--- config.mk ---
export PLATFORM = sky130hd
export DESIGN_NAME = daily_weekly_sample_stats_top
export DESIGN_NICKNAME = d
export VERILOG_FILES = /design/src/rtl/core/dwss_pkg.sv /design/src/rtl/core/dwss_accum.sv /design/src/rtl/core/dwss_div.sv /design/src/rtl/core/dwss_out.sv /design/src/rtl/core/daily_weekly_sample_stats_top.sv
export SDC_FILE = /design/constraint.sdc
export NUM_CORES = 2
export LEC_CHECK = 0
export BUFFER_PORTS_ARGS = -buffer_cell sky130_fd_sc_hd__buf_2
export CELL_PAD_IN_SITES_DETAIL_PLACEMENT = 0
export CELL_PAD_IN_SITES_GLOBAL_PLACEMENT = 2
export CORE_ASPECT_RATIO = 0.6
export CORE_MARGIN = 10
export CORE_UTILIZATION = 43
export CTS_CLUSTER_DIAMETER = 80
export DETAILED_ROUTE_END_ITERATION = 8
export PLACE_DENSITY_LB_ADDON = 0.1
export SLEW_MARGIN = 30
export SYNTH_ARGS = -nofsm -noshare
export SYNTH_HDL_FRONTEND = slang
export SYNTH_HIERARCHICAL = 1
export SYNTH_SLANG_ARGS = --single-unit
--- constraint.sdc ---
create_clock -name clk_i -period 11.9 [get_ports clk_i]
set_input_delay 0.595 -clock clk_i [delete_from_list [all_inputs] [get_ports clk_i]]
set_output_delay 0.595 -clock clk_i [all_outputs]
set_load 0.05 [all_outputs]
--- src/rtl/core/dwss_pkg.sv ---
// Shared constants and types for the daily/weekly sample statistics block.
package dwss_pkg;

  // Sample and result field widths
  localparam int unsigned SampleW        = 16;
  localparam int unsigned DayIdxW        = 3;
  localparam int unsigned HourIdxW       = 5;
  localparam int unsigned HotW           = 3;

  // Parameter defaults
  localparam int unsigned HoursPerDayDef = 24;
  localparam int unsigned DaysPerWeekDef = 7;

  // Hot threshold after reset: 30 degrees in 1/128 degree units
  localparam logic signed [SampleW-1:0] HotThresholdRst = 16'sd3840;

  // Hot day count saturates here
  localparam logic [HotW-1:0] HotMax = 3'd7;

  typedef enum logic {
    KIND_DAY  = 1'b0,
    KIND_WEEK = 1'b1
  } kind_e;

  typedef logic signed [SampleW-1:0] sample_t;

  // Daily figures captured at the last hour of a day
  typedef struct packed {
    logic [DayIdxW-1:0] day_index;
    logic               week_end;
    sample_t            max_v;
    sample_t            min_v;
  } day_stat_t;

  // Weekly figures captured at the last hour of a week
  typedef struct packed {
    sample_t             max_v;
    sample_t             min_v;
    logic [HotW-1:0]     hot_days;
    logic [DayIdxW-1:0]  peak_day;
    logic [HourIdxW-1:0] peak_hour;
  } week_stat_t;

  // One result item as it leaves the block
  typedef struct packed {
    kind_e               kind;
    logic [DayIdxW-1:0]  day_index;
    sample_t             max_v;
    sample_t             min_v;
    sample_t             mean_v;
    logic [HotW-1:0]     hot_days;
    logic [DayIdxW-1:0]  peak_day;
    logic [HourIdxW-1:0] peak_hour;
    logic                last;
  } result_t;

endpackage

--- src/rtl/core/dwss_accum.sv ---
// Running day and week accumulators: max, min, sum, peak position, hot day count.
module dwss_accum import dwss_pkg::*; #(
  parameter int unsigned HOURS_PER_DAY = HoursPerDayDef,
  parameter int unsigned DAYS_PER_WEEK = DaysPerWeekDef,
  localparam int unsigned DaySumW  = SampleW + $clog2(HOURS_PER_DAY),
  localparam int unsigned WeekSumW = SampleW + $clog2(HOURS_PER_DAY * DAYS_PER_WEEK)
) (
  input  logic                       clk_i,
  input  logic                       rst_ni,
  input  logic                       step_i,
  input  sample_t                    sample_i,
  input  sample_t                    hot_threshold_i,
  output logic                       close_o,
  output day_stat_t                  day_o,
  output week_stat_t                 week_o,
  output logic signed [DaySumW-1:0]  day_sum_o,
  output logic signed [WeekSumW-1:0] week_sum_o
);

  localparam int unsigned HourW   = $clog2(HOURS_PER_DAY);
  localparam int unsigned DayCntW = (DAYS_PER_WEEK > 1) ? $clog2(DAYS_PER_WEEK) : 1;
  localparam logic [HourW-1:0]   LastHour = HourW'(HOURS_PER_DAY - 1);
  localparam logic [DayCntW-1:0] LastDay  = DayCntW'(DAYS_PER_WEEK - 1);
  localparam logic signed [DaySumW:0] HoursMul = (DaySumW+1)'(HOURS_PER_DAY);

  logic [HourW-1:0]           hour_q, hour_d;
  logic [DayCntW-1:0]         day_q, day_d;
  sample_t                    day_max_q, day_max_d;
  sample_t                    day_min_q, day_min_d;
  logic signed [DaySumW-1:0]  day_sum_q, day_sum_d;
  sample_t                    week_max_q, week_max_d;
  sample_t                    week_min_q, week_min_d;
  logic signed [WeekSumW-1:0] week_sum_q, week_sum_d;
  logic [DayCntW-1:0]         best_day_q, best_day_d;
  logic [HourW-1:0]           best_hour_q, best_hour_d;
  logic [HotW-1:0]            hot_q, hot_d;

  logic                       first_hour;
  logic                       first_week;
  logic                       close;
  logic                       week_end;
  logic signed [DaySumW-1:0]  sx_day;
  logic signed [WeekSumW-1:0] sx_week;
  logic signed [DaySumW:0]    hot_limit;
  logic                       is_hot;
  logic [HotW-1:0]            hot_base;

  // Fold the sample into the day and week figures
  always_comb begin
    first_hour = (hour_q == '0);
    first_week = first_hour && (day_q == '0);
    close      = (hour_q == LastHour);
    week_end   = (day_q == LastDay);
    sx_day     = DaySumW'(sample_i);
    sx_week    = WeekSumW'(sample_i);

    if (first_hour) begin
      day_max_d = sample_i;
      day_min_d = sample_i;
      day_sum_d = sx_day;
    end else begin
      day_max_d = (sample_i > day_max_q) ? sample_i : day_max_q;
      day_min_d = (sample_i < day_min_q) ? sample_i : day_min_q;
      day_sum_d = day_sum_q + sx_day;
    end

    if (first_week) begin
      week_max_d  = sample_i;
      week_min_d  = sample_i;
      week_sum_d  = sx_week;
      best_day_d  = '0;
      best_hour_d = '0;
      hot_base    = '0;
    end else begin
      week_max_d  = week_max_q;
      best_day_d  = best_day_q;
      best_hour_d = best_hour_q;
      // Only a strictly larger sample moves the peak
      if (sample_i > week_max_q) begin
        week_max_d  = sample_i;
        best_day_d  = day_q;
        best_hour_d = hour_q;
      end
      week_min_d = (sample_i < week_min_q) ? sample_i : week_min_q;
      week_sum_d = week_sum_q + sx_week;
      hot_base   = hot_q;
    end

    // Hot test on the exact mean: sum above threshold times hours
    hot_limit = (DaySumW+1)'(hot_threshold_i) * HoursMul;
    is_hot    = ((DaySumW+1)'(day_sum_d) > hot_limit);
    hot_d     = (close && is_hot && (hot_base != HotMax)) ? hot_base + HotW'(1) : hot_base;

    // Advance the hour and day counters
    hour_d = close ? '0 : hour_q + HourW'(1);
    day_d  = day_q;
    if (close) begin
      day_d = week_end ? '0 : day_q + DayCntW'(1);
    end
  end

  // Hold the state between samples
  always_ff @(posedge clk_i or negedge rst_ni) begin
    if (!rst_ni) begin
      hour_q      <= '0;
      day_q       <= '0;
      day_max_q   <= '0;
      day_min_q   <= '0;
      day_sum_q   <= '0;
      week_max_q  <= '0;
      week_min_q  <= '0;
      week_sum_q  <= '0;
      best_day_q  <= '0;
      best_hour_q <= '0;
      hot_q       <= '0;
    end else if (step_i) begin
      hour_q      <= hour_d;
      day_q       <= day_d;
      day_max_q   <= day_max_d;
      day_min_q   <= day_min_d;
      day_sum_q   <= day_sum_d;
      week_max_q  <= week_max_d;
      week_min_q  <= week_min_d;
      week_sum_q  <= week_sum_d;
      best_day_q  <= best_day_d;
      best_hour_q <= best_hour_d;
      hot_q       <= hot_d;
    end
  end

  // Figures that close the day and the week
  always_comb begin
    close_o            = close;
    day_o.day_index    = DayIdxW'(day_q);
    day_o.week_end     = week_end;
    day_o.max_v        = day_max_d;
    day_o.min_v        = day_min_d;
    week_o.max_v       = week_max_d;
    week_o.min_v       = week_min_d;
    week_o.hot_days    = hot_d;
    week_o.peak_day    = DayIdxW'(best_day_d);
    week_o.peak_hour   = HourIdxW'(best_hour_d);
    day_sum_o          = day_sum_d;
    week_sum_o         = week_sum_d;
  end

endmodule

--- src/rtl/core/dwss_div.sv ---
// Signed divide by a fixed count, truncated toward zero, by reciprocal multiply.
module dwss_div import dwss_pkg::*; #(
  parameter int unsigned SUM_W   = SampleW + 5,
  parameter int unsigned DIVISOR = HoursPerDayDef
) (
  input  logic signed [SUM_W-1:0] sum_i,
  output sample_t                 mean_o
);

  // Reciprocal rounded up, wide enough to be exact for every SUM_W-bit magnitude
  localparam int unsigned Shift  = SUM_W + $clog2(DIVISOR);
  localparam int unsigned RecipW = SUM_W + 2;
  localparam int unsigned ProdW  = SUM_W + RecipW;
  localparam logic [63:0] RecipFull =
    ((64'd1 << Shift) + 64'(DIVISOR) - 64'd1) / 64'(DIVISOR);
  localparam logic [RecipW-1:0] Recip = RecipFull[RecipW-1:0];

  logic               neg;
  logic [SUM_W-1:0]   mag;
  logic [ProdW-1:0]   prod;
  logic [SampleW:0]   quo;

  // Divide the magnitude, then restore the sign
  always_comb begin
    neg    = sum_i[SUM_W-1];
    mag    = neg ? SUM_W'(-sum_i) : SUM_W'(sum_i);
    prod   = ProdW'(mag) * ProdW'(Recip);
    quo    = (SampleW+1)'(prod >> Shift);
    mean_o = neg ? SampleW'(-quo) : SampleW'(quo);
  end

endmodule

--- src/rtl/core/dwss_out.sv ---
// Result register: presents the daily result, then the weekly one when the week ends.
module dwss_out import dwss_pkg::*; (
  input  logic       clk_i,
  input  logic       rst_ni,
  input  logic       in_valid_i,
  output logic       in_ready_o,
  input  day_stat_t  day_i,
  input  week_stat_t week_i,
  input  sample_t    day_mean_i,
  input  sample_t    week_mean_i,
  output logic       out_valid_o,
  input  logic       out_stall_i,
  output result_t    res_o
);

  logic    valid_q, valid_d;
  logic    show_week_q, show_week_d;
  logic    week_pend_q, week_pend_d;
  result_t day_res_q, day_res_d;
  result_t week_res_q, week_res_d;
  logic    xfer;
  logic    more;
  logic    load;

  // Build both result items from the captured figures
  always_comb begin
    day_res_d.kind       = KIND_DAY;
    day_res_d.day_index  = day_i.day_index;
    day_res_d.max_v      = day_i.max_v;
    day_res_d.min_v      = day_i.min_v;
    day_res_d.mean_v     = day_mean_i;
    day_res_d.hot_days   = '0;
    day_res_d.peak_day   = '0;
    day_res_d.peak_hour  = '0;
    day_res_d.last       = !day_i.week_end;

    week_res_d.kind      = KIND_WEEK;
    week_res_d.day_index = '0;
    week_res_d.max_v     = week_i.max_v;
    week_res_d.min_v     = week_i.min_v;
    week_res_d.mean_v    = week_mean_i;
    week_res_d.hot_days  = week_i.hot_days;
    week_res_d.peak_day  = week_i.peak_day;
    week_res_d.peak_hour = week_i.peak_hour;
    week_res_d.last      = 1'b1;
  end

  // Accept a new pair once the current one is fully sent
  always_comb begin
    xfer       = valid_q && !out_stall_i;
    more       = valid_q && !show_week_q && week_pend_q;
    in_ready_o = !valid_q || (xfer && !more);
    load       = in_ready_o && in_valid_i;

    valid_d     = valid_q;
    show_week_d = show_week_q;
    week_pend_d = week_pend_q;
    if (load) begin
      valid_d     = 1'b1;
      show_week_d = 1'b0;
      week_pend_d = day_i.week_end;
    end else if (xfer) begin
      if (more) begin
        show_week_d = 1'b1;
      end else begin
        valid_d = 1'b0;
      end
    end
  end

  always_ff @(posedge clk_i or negedge rst_ni) begin
    if (!rst_ni) begin
      valid_q     <= 1'b0;
      show_week_q <= 1'b0;
      week_pend_q <= 1'b0;
    end else begin
      valid_q     <= valid_d;
      show_week_q <= show_week_d;
      week_pend_q <= week_pend_d;
    end
  end

  // Hold the payload until the next load
  always_ff @(posedge clk_i) begin
    if (load) begin
      day_res_q  <= day_res_d;
      week_res_q <= week_res_d;
    end
  end

  assign out_valid_o = valid_q;
  assign res_o       = show_week_q ? week_res_q : day_res_q;

endmodule

--- src/rtl/core/daily_weekly_sample_stats_top.sv ---
// Top level of the daily/weekly sample statistics block.
//
//  channel  direction  handshake                 payload
//  in       input      in_valid_i / in_stall_o   sample_i
//  out      output     out_valid_o / out_stall_i kind_o .. last_o (nine fields)
//  cfg      input      cfg_we_i                  cfg_data_i (hot threshold)
//
// One sample is taken every cycle while in_stall_o is low. A sample closing a day shows its
// daily result after passing the input, summary and result registers; at a week's last hour
// the weekly result follows once the daily one is taken, so that result register holds both.
// Reset loads the hot threshold with 30 degrees and clears all counters; no clearing pass.
// A held out_stall_i freezes the result register and then backs up through the
// summary register and the input register to in_stall_o.
module daily_weekly_sample_stats_top import dwss_pkg::*; #(
  parameter int unsigned HOURS_PER_DAY = HoursPerDayDef,
  parameter int unsigned DAYS_PER_WEEK = DaysPerWeekDef
) (
  input  logic                clk_i,
  input  logic                rst_ni,
  input  logic                cfg_we_i,
  input  sample_t             cfg_data_i,
  input  logic                in_valid_i,
  output logic                in_stall_o,
  input  sample_t             sample_i,
  output logic                out_valid_o,
  input  logic                out_stall_i,
  output logic                kind_o,
  output logic [DayIdxW-1:0]  day_index_o,
  output sample_t             max_value_o,
  output sample_t             min_value_o,
  output sample_t             mean_value_o,
  output logic [HotW-1:0]     hot_days_o,
  output logic [DayIdxW-1:0]  peak_day_o,
  output logic [HourIdxW-1:0] peak_hour_o,
  output logic                last_o
);

  localparam int unsigned DaySumW  = SampleW + $clog2(HOURS_PER_DAY);
  localparam int unsigned WeekSumW = SampleW + $clog2(HOURS_PER_DAY * DAYS_PER_WEEK);

  sample_t                    hot_threshold_q;
  logic                       in_valid_q;
  sample_t                    sample_q;
  logic                       close;
  logic                       s1_adv;
  logic                       step;
  day_stat_t                  day_stat;
  week_stat_t                 week_stat;
  logic signed [DaySumW-1:0]  day_sum;
  logic signed [WeekSumW-1:0] week_sum;
  logic                       s2_valid_q;
  logic                       s2_ready;
  day_stat_t                  day_stat_q;
  week_stat_t                 week_stat_q;
  logic signed [DaySumW-1:0]  day_sum_q;
  logic signed [WeekSumW-1:0] week_sum_q;
  sample_t                    day_mean;
  sample_t                    week_mean;
  logic                       out_ready;
  result_t                    res;

  // Hot threshold register
  always_ff @(posedge clk_i or negedge rst_ni) begin
    if (!rst_ni) begin
      hot_threshold_q <= HotThresholdRst;
    end else if (cfg_we_i) begin
      hot_threshold_q <= cfg_data_i;
    end
  end

  // Input register: only a day-closing sample needs room downstream
  assign s1_adv     = !close || s2_ready;
  assign step       = in_valid_q && s1_adv;
  assign in_stall_o = in_valid_q && !s1_adv;

  always_ff @(posedge clk_i or negedge rst_ni) begin
    if (!rst_ni) begin
      in_valid_q <= 1'b0;
    end else if (!in_stall_o) begin
      in_valid_q <= in_valid_i;
    end
  end

  always_ff @(posedge clk_i) begin
    if (!in_stall_o && in_valid_i) begin
      sample_q <= sample_i;
    end
  end

  dwss_accum #(
    .HOURS_PER_DAY (HOURS_PER_DAY),
    .DAYS_PER_WEEK (DAYS_PER_WEEK)
  ) u_accum (
    .clk_i           (clk_i),
    .rst_ni          (rst_ni),
    .step_i          (step),
    .sample_i        (sample_q),
    .hot_threshold_i (hot_threshold_q),
    .close_o         (close),
    .day_o           (day_stat),
    .week_o          (week_stat),
    .day_sum_o       (day_sum),
    .week_sum_o      (week_sum)
  );

  // Summary register: capture the closing figures of a day
  assign s2_ready = !s2_valid_q || out_ready;

  always_ff @(posedge clk_i or negedge rst_ni) begin
    if (!rst_ni) begin
      s2_valid_q <= 1'b0;
    end else if (s2_ready) begin
      s2_valid_q <= step && close;
    end
  end

  always_ff @(posedge clk_i) begin
    if (s2_ready && step && close) begin
      day_stat_q  <= day_stat;
      week_stat_q <= week_stat;
      day_sum_q   <= day_sum;
      week_sum_q  <= week_sum;
    end
  end

  // Means of the day and of the week
  dwss_div #(
    .SUM_W   (DaySumW),
    .DIVISOR (HOURS_PER_DAY)
  ) u_day_div (
    .sum_i  (day_sum_q),
    .mean_o (day_mean)
  );

  dwss_div #(
    .SUM_W   (WeekSumW),
    .DIVISOR (HOURS_PER_DAY * DAYS_PER_WEEK)
  ) u_week_div (
    .sum_i  (week_sum_q),
    .mean_o (week_mean)
  );

  dwss_out u_out (
    .clk_i       (clk_i),
    .rst_ni      (rst_ni),
    .in_valid_i  (s2_valid_q),
    .in_ready_o  (out_ready),
    .day_i       (day_stat_q),
    .week_i      (week_stat_q),
    .day_mean_i  (day_mean),
    .week_mean_i (week_mean),
    .out_valid_o (out_valid_o),
    .out_stall_i (out_stall_i),
    .res_o       (res)
  );

  // Unpack the result onto the output fields
  assign kind_o       = res.kind;
  assign day_index_o  = res.day_index;
  assign max_value_o  = res.max_v;
  assign min_value_o  = res.min_v;
  assign mean_value_o = res.mean_v;
  assign hot_days_o   = res.hot_days;
  assign peak_day_o   = res.peak_day;
  assign peak_hour_o  = res.peak_hour;
  assign last_o       = res.last;

  // An empty input register never stalls the input
  a_no_stall_when_empty: assert property (@(posedge clk_i) disable iff (!rst_ni)
    !in_valid_q |-> !in_stall_o)
    else $error("input stalled with an empty input register");

  // A weekly result always carries last
  a_week_is_last: assert property (@(posedge clk_i) disable iff (!rst_ni)
    out_valid_o && kind_o |-> last_o)
    else $error("weekly result without last");

  // The weekly result directly follows the week's final daily result
  a_week_follows_day: assert property (@(posedge clk_i) disable iff (!rst_ni)
    out_valid_o && !out_stall_i && !kind_o && !last_o |=> out_valid_o && kind_o)
    else $error("week's final daily result not followed by weekly result");

  // A daily result that is last is never followed by a weekly one
  a_no_stray_week: assert property (@(posedge clk_i) disable iff (!rst_ni)
    out_valid_o && !out_stall_i && !kind_o && last_o |=> !(out_valid_o && kind_o))
    else $error("weekly result after a mid-week daily result");

endmodule
# == Yosys cells after proc, flatten, opt, wreduce, memory -nomap -nowiden ==
# Index checks and enable logic that the tools add are counted.
# totals
register_bits,400
# classes
multipliers,3
addsub,9
n_eq_ne,4
magnitude_cmp,5
n_reduce_logical,33
n_mux,29
# ops
operator,count
16-bit 2-to-1 mux,10
64-bit 2-to-1 mux,1
24-bit 2-to-1 mux,2
"24-bit by 24-bit multiplier with 47-bit output, second input constant",1
"21-bit by 22-bit multiplier with 42-bit output, second input constant",1
21-bit 2-to-1 mux,2
16-bit greater-than comparator,2
16-bit < comparator,2
16-bit negation,2
24-bit by 16-bit adder with 24-bit output,1
24-bit negation,1
21-bit by 22-bit greater-than comparator with 1-bit output,1
21-bit by 16-bit adder with 21-bit output,1
21-bit negation,1
"16-bit by 3-bit multiplier with 19-bit output, second input constant",1
3-bit 2-to-1 mux,5
5-bit 2-to-1 mux,3
1-bit logical AND,14
1-bit logical NOT,9
"3-bit by 1-bit adder with 3-bit output, second input constant",2
1-bit 2-to-1 mux,6
2-bit AND reduction,3
"5-bit by 1-bit adder with 5-bit output, second input constant",1
"5-bit equality test, second input constant",1
other kinds (7),10

# == Longest topological paths before layout ==
# depth
depth_word,12
mapped_depth,34
ltp_nobuf,33

# == Cells and area by module ==
# Netlist, hierarchy kept.
# modules_own_cells
mod,cells_per_inst,n_inst,area_each_um2
dwss_accum,1376,1,12015.3
dwss_div (u_week_div),939,1,8456.9
dwss_div (u_day_div),824,1,7334.5
daily_weekly_sample_stats_top,186,1,4964.8
dwss_out,199,1,4406.7

# == Least setup slack after synthesis ==
# Ideal clock, no wire load.
# synth_path
kind,reg2reg
start,"register, netlist name week_sum_q[5]"
end,"register u_out/week_res_q[24] in the netlist's numbering, data pin"
arrival_ns,8.508
n_path_buf,1
stages_incl_launch_ff,33
slack_ns,3.128
setup_ns,0.264
path_cell_list,edfxtp_1 > or4_1 > or3_1 > or3_1 > inv_1 > nand2_1 > o31ai_1 > xnor2_1 > ha_1 > inv_1 > fa_1 > inv_1 > ha_1 > inv_1 > fa_1 > inv_1 > fa_1 > fa_1 > inv_1 > fa_1 > inv_1 > ha_1 > clkbuf_1 > a21boi_1 > a311o_1 > a221o_1 > a31oi_4 > xor2_1 > ha_1 > nand3_1 > or3_1 > o41ai_2 > xnor2_1
# synth_rtl
item,line,source
end signal: assignment,dwss_out.sv:87,week_res_q <= week_res_d;
end: declaration,dwss_out.sv:20,"result_t week_res_q, week_res_d;"

==> results <==
- The run finished with clean final reports.
- After floorplanning, the core was sized to cover 85,600 µm².
- The cell type with the highest aggregate area in the netlist is sky130_fd_sc_hd__edfxtp_1.
- The fmax is 0.0940 GHz.
- Data on the critical path arrives at its endpoint at between 10,000 and 15,000 ps.
- In the synthesized netlist the async set-or-reset flop fraction comes to between 30% and 40%.
- The number of setup violations in the final report is 0.
- From synthesis to final layout, the design area changed by 8.65%.
- Summing over every cut layer, the via total after detailed routing is between 20,000 and 30,000.
- The die covers between 90,000 and 100,000 µm².
- The worst path meets setup with 1270 ps of slack.
- The largest fanout on the critical path is 9.
- The synthesized design contains around 250 enable-type register cells.
- The clock transition time at the flip-flop clock pins of the worst setup and hold paths is around 70 ps.
- The post-synthesis register bit count is 400.
- The synthesized cell area is 37,200 µm².
- The first global-routing pass estimated about 170 mm of wire.
- For this configuration, the core starts out at a cell density of 43.4%.
- The first detailed-routing pass took 6 iterations.
- The number of antenna diodes is 0.
- The last weighted congestion value of the routability-driven placer is between 0.9 and 1.
- The netlist uses 110 different library cells.
- Dividing the final minimum period by the clock period gives 89.4%.
- The cell with the biggest individual delay on the critical path is sky130_fd_sc_hd__nor4_1.
- The endpoint of the worst register-to-register path is u_out/week_res_q[24].
- Global routing used roughly 22% of the available tracks.
- The worst setup path is launched from a flip-flop.
- The depth of the CTS H-tree is 2.
- At the later pin of the worst-skew pair, clock insertion delay measures 610 ps.
- The number of buffers inserted during clock tree synthesis is 40.
- The DRC violation count after routing is 0.
- The share of Yosys cell area claimed by the top area cell type is between 20% and 30%.
- The worst pin sits at a relative slew slack of a little over 30%.
- The count of buffers added on input and output ports is 102.
- The critical path ends at u_out/week_res_q[24].
- The worst clock skew is about 34 ps.
- The fraction of final layout cells with drive strength greater than 1 is 11.4%.
- Sorting the synthesized cells by area gives the leading types as sky130_fd_sc_hd__edfxtp_1 20%, sky130_fd_sc_hd__ha_1 18%, sky130_fd_sc_hd__fa_1 13%.
- The worst hold margin is around 150 ps.
- The master cell of the clock root buffer is sky130_fd_sc_hd__clkbuf_16.
- The worst-case clock buffer depth is 3.
- Max-cap violations in this run came to 0.
- The worst-margin pin slew is between 1000 and 1500 ps.
- The number of global-route vias before repair is approximately 26,000.
- The final routed wire length divided by cell count is 23.1 µm.
- The total number of yosys warnings is 6.
- Once placement finished, the instance area stood at around 40,000 µm².
- The number of clock sinks is 400.
- The shortest period the worst path allows is roughly 11,000 ps.
- TritonCTS built the clock tree.
- Synthesis produced 3,524 cells.
- The wire length after detailed routing is 110 mm.
- The finished cells cover 40,400 µm².
- Along the worst hold path, the cell count comes to 1.
- The worst register-to-register path has a depth of 30.
- A synthesized cell averages 10.5 µm².
- The worst hold path belongs to the class in -> reg.
- Adding up every negative setup slack in the final design gives 0 ps.
- Before CTS, the worst setup slack after placement is between 1000 and 1500 ps.
- Global routing finished with a remaining overflow of 0.
- The via-per-instance ratio is approximately 5.6.
- The type of element capturing the critical path is a flip-flop.
- The floorplan step set the die height to ~250 µm.
- In this run, the number of DRC markers left after iteration 0 of detailed routing was approximately 2,200.
- Setup repair after global routing left no endpoint under its margin.
- The largest stage delay on the critical path is between 800 and 900 ps.
- The first element of the critical path is week_sum_q[5].
- The initial antenna violation count was 3.
- The total I/O pin count is about 100.
- The pin count of the biggest net entering global routing is a little over 80.
- The final count of pins violating max slew was 0.
- The HPWL after detailed placement is slightly below 90 mm.
- The initialized floorplan defines between 80 and 90 standard-cell rows.
- The worst setup path is of the reg -> reg kind.
- The most common cell in the synthesized netlist is sky130_fd_sc_hd__inv_1.
- For flop-to-flop paths, the worst setup slack is about 1300 ps.
- Among all flip-flop cells after synthesis, the most frequent one is sky130_fd_sc_hd__edfxtp_1.
- In this run the most critical hold path is launched from sample_i[4].
- The portion of the post-synthesis area used by sequential elements is 30.3%.
- The origin of the critical flop-to-flop path is week_sum_q[5].
- STA puts the critical path data required time at between 10,000 and 15,000 ps.
- The cell type with the highest occurrence count on the critical path is sky130_fd_sc_hd__inv_1.
- Counting instances in the post-synthesis netlist gives the leading cell types as 567 x sky130_fd_sc_hd__inv_1, 548 x sky130_fd_sc_hd__ha_1, 251 x sky130_fd_sc_hd__edfxtp_1.
- The count of final hold-check violations was 0.
- The die outline width is approximately 400 µm.
- The count of nets left with antenna violations once routing finished came out at 0.
- The post-cts repair resize count is 0.
- The final net count is approximately 4,400.
## metal layers
| layer | vias to the layer above | share of wire (%) | track usage [%] |
|---|---|---|---|
| li1 | 12500 | - | - |
| met1 | 13300 | 56 | 38.1 |
| met2 | 774 | 35 | 26.7 |
| met3 | 78 | 7.8 | 4.91 |
| met4 | 0 | 1.2 | 2.87 |
| met5 | - | 0 | 0 |
## layout by cell type, fill, tap and decap left out, drive strengths merged, types with 47 or more instances in the layout
| master | Yosys | layout |
|---|---|---|
| mux2 | 158 | 158 |
| fa | 247 | 247 |
| a21o | 73 | 73 |
| dfrtp | 145 | 145 |
| inv | 567 | 568 |
| edfxtp | 251 | 251 |
| a21oi | 139 | 139 |
| clkbuf | 62 | 47 |
| nand2 | 215 | 215 |
| nor2 | 121 | 121 |
| nand4 | 57 | 57 |
| xnor2 | 121 | 121 |
| xor2 | 49 | 49 |
| buf | 43 | 141 |
| o21ai | 161 | 161 |
| ha | 548 | 548 |
| nand3 | 73 | 73 |
## critical path: cells and delay by family (launching register included)
kind	cells	cell delay, ps
compound gates	4	1750
xor+xnor	3	590
fa+ha+maj	8	3870
buf+inv	7	500
flops	1	460
simple gates	8	3200
## final cells by class
cell class / count / area [µm²]
clock inverters: 27 / 385
repair buffers: 142 / 843
clock buffers: 47 / 1070
flip-flops and latches: 400 / 11300
multi-input cells: 2453 / 23300
inverters: 567 / 2130
fillers: 7984 / 45200
well taps: 1147 / 1440
## through the flow
stage                     util, %  cells
after floorplan                 -   3525
after global placement       45.4   4707
after detailed placement     45.5   4707
after CTS                    47.2   4782
after global routing         47.2   4783
final                        47.2   4783
## how the worst min path moves through the flow
| stage | slack (ps) | end |
|---|---|---|
| floorplan | 300 | hot_threshold_q[0] |
| global placement | 400 | u_out/day_res_q[36] |
| detailed placement | 400 | u_out/day_res_q[35] |
| CTS | 120 | sample_q[4] |
| global route | 140 | sample_q[5] |
| finish | 150 | sample_q[4] |
## state kept, by name, summed over array words and instances (netlist names), 21 cells and up
name	flops
u_accum/day_sum_q	21
u_out/week_res_q	59
u_accum/week_sum_q	24
u_out/day_res_q	52
week_stat_q	43
week_sum_q	24
day_sum_q	21
day_stat_q	36
## repair_timing
item | 4_1_cts | 5_1_grt
hold endpoints to repair | 38 | 0
setup endpoints to repair | 0 | 0
hold buffers | 1 | 0
buffers inserted | 0 | 0
## cell families after synthesis
family,synth area share (%)
compound gates,11.7
buf+inv,7.26
mux,6.01
simple gates,8.98
flops,30.3
other cells,0.0202
xor+xnor,4.00
fa+ha+maj,31.7
Power is not shown: default switching activity piles up to over one toggle a cycle in this logic, so the estimate is an artifact.
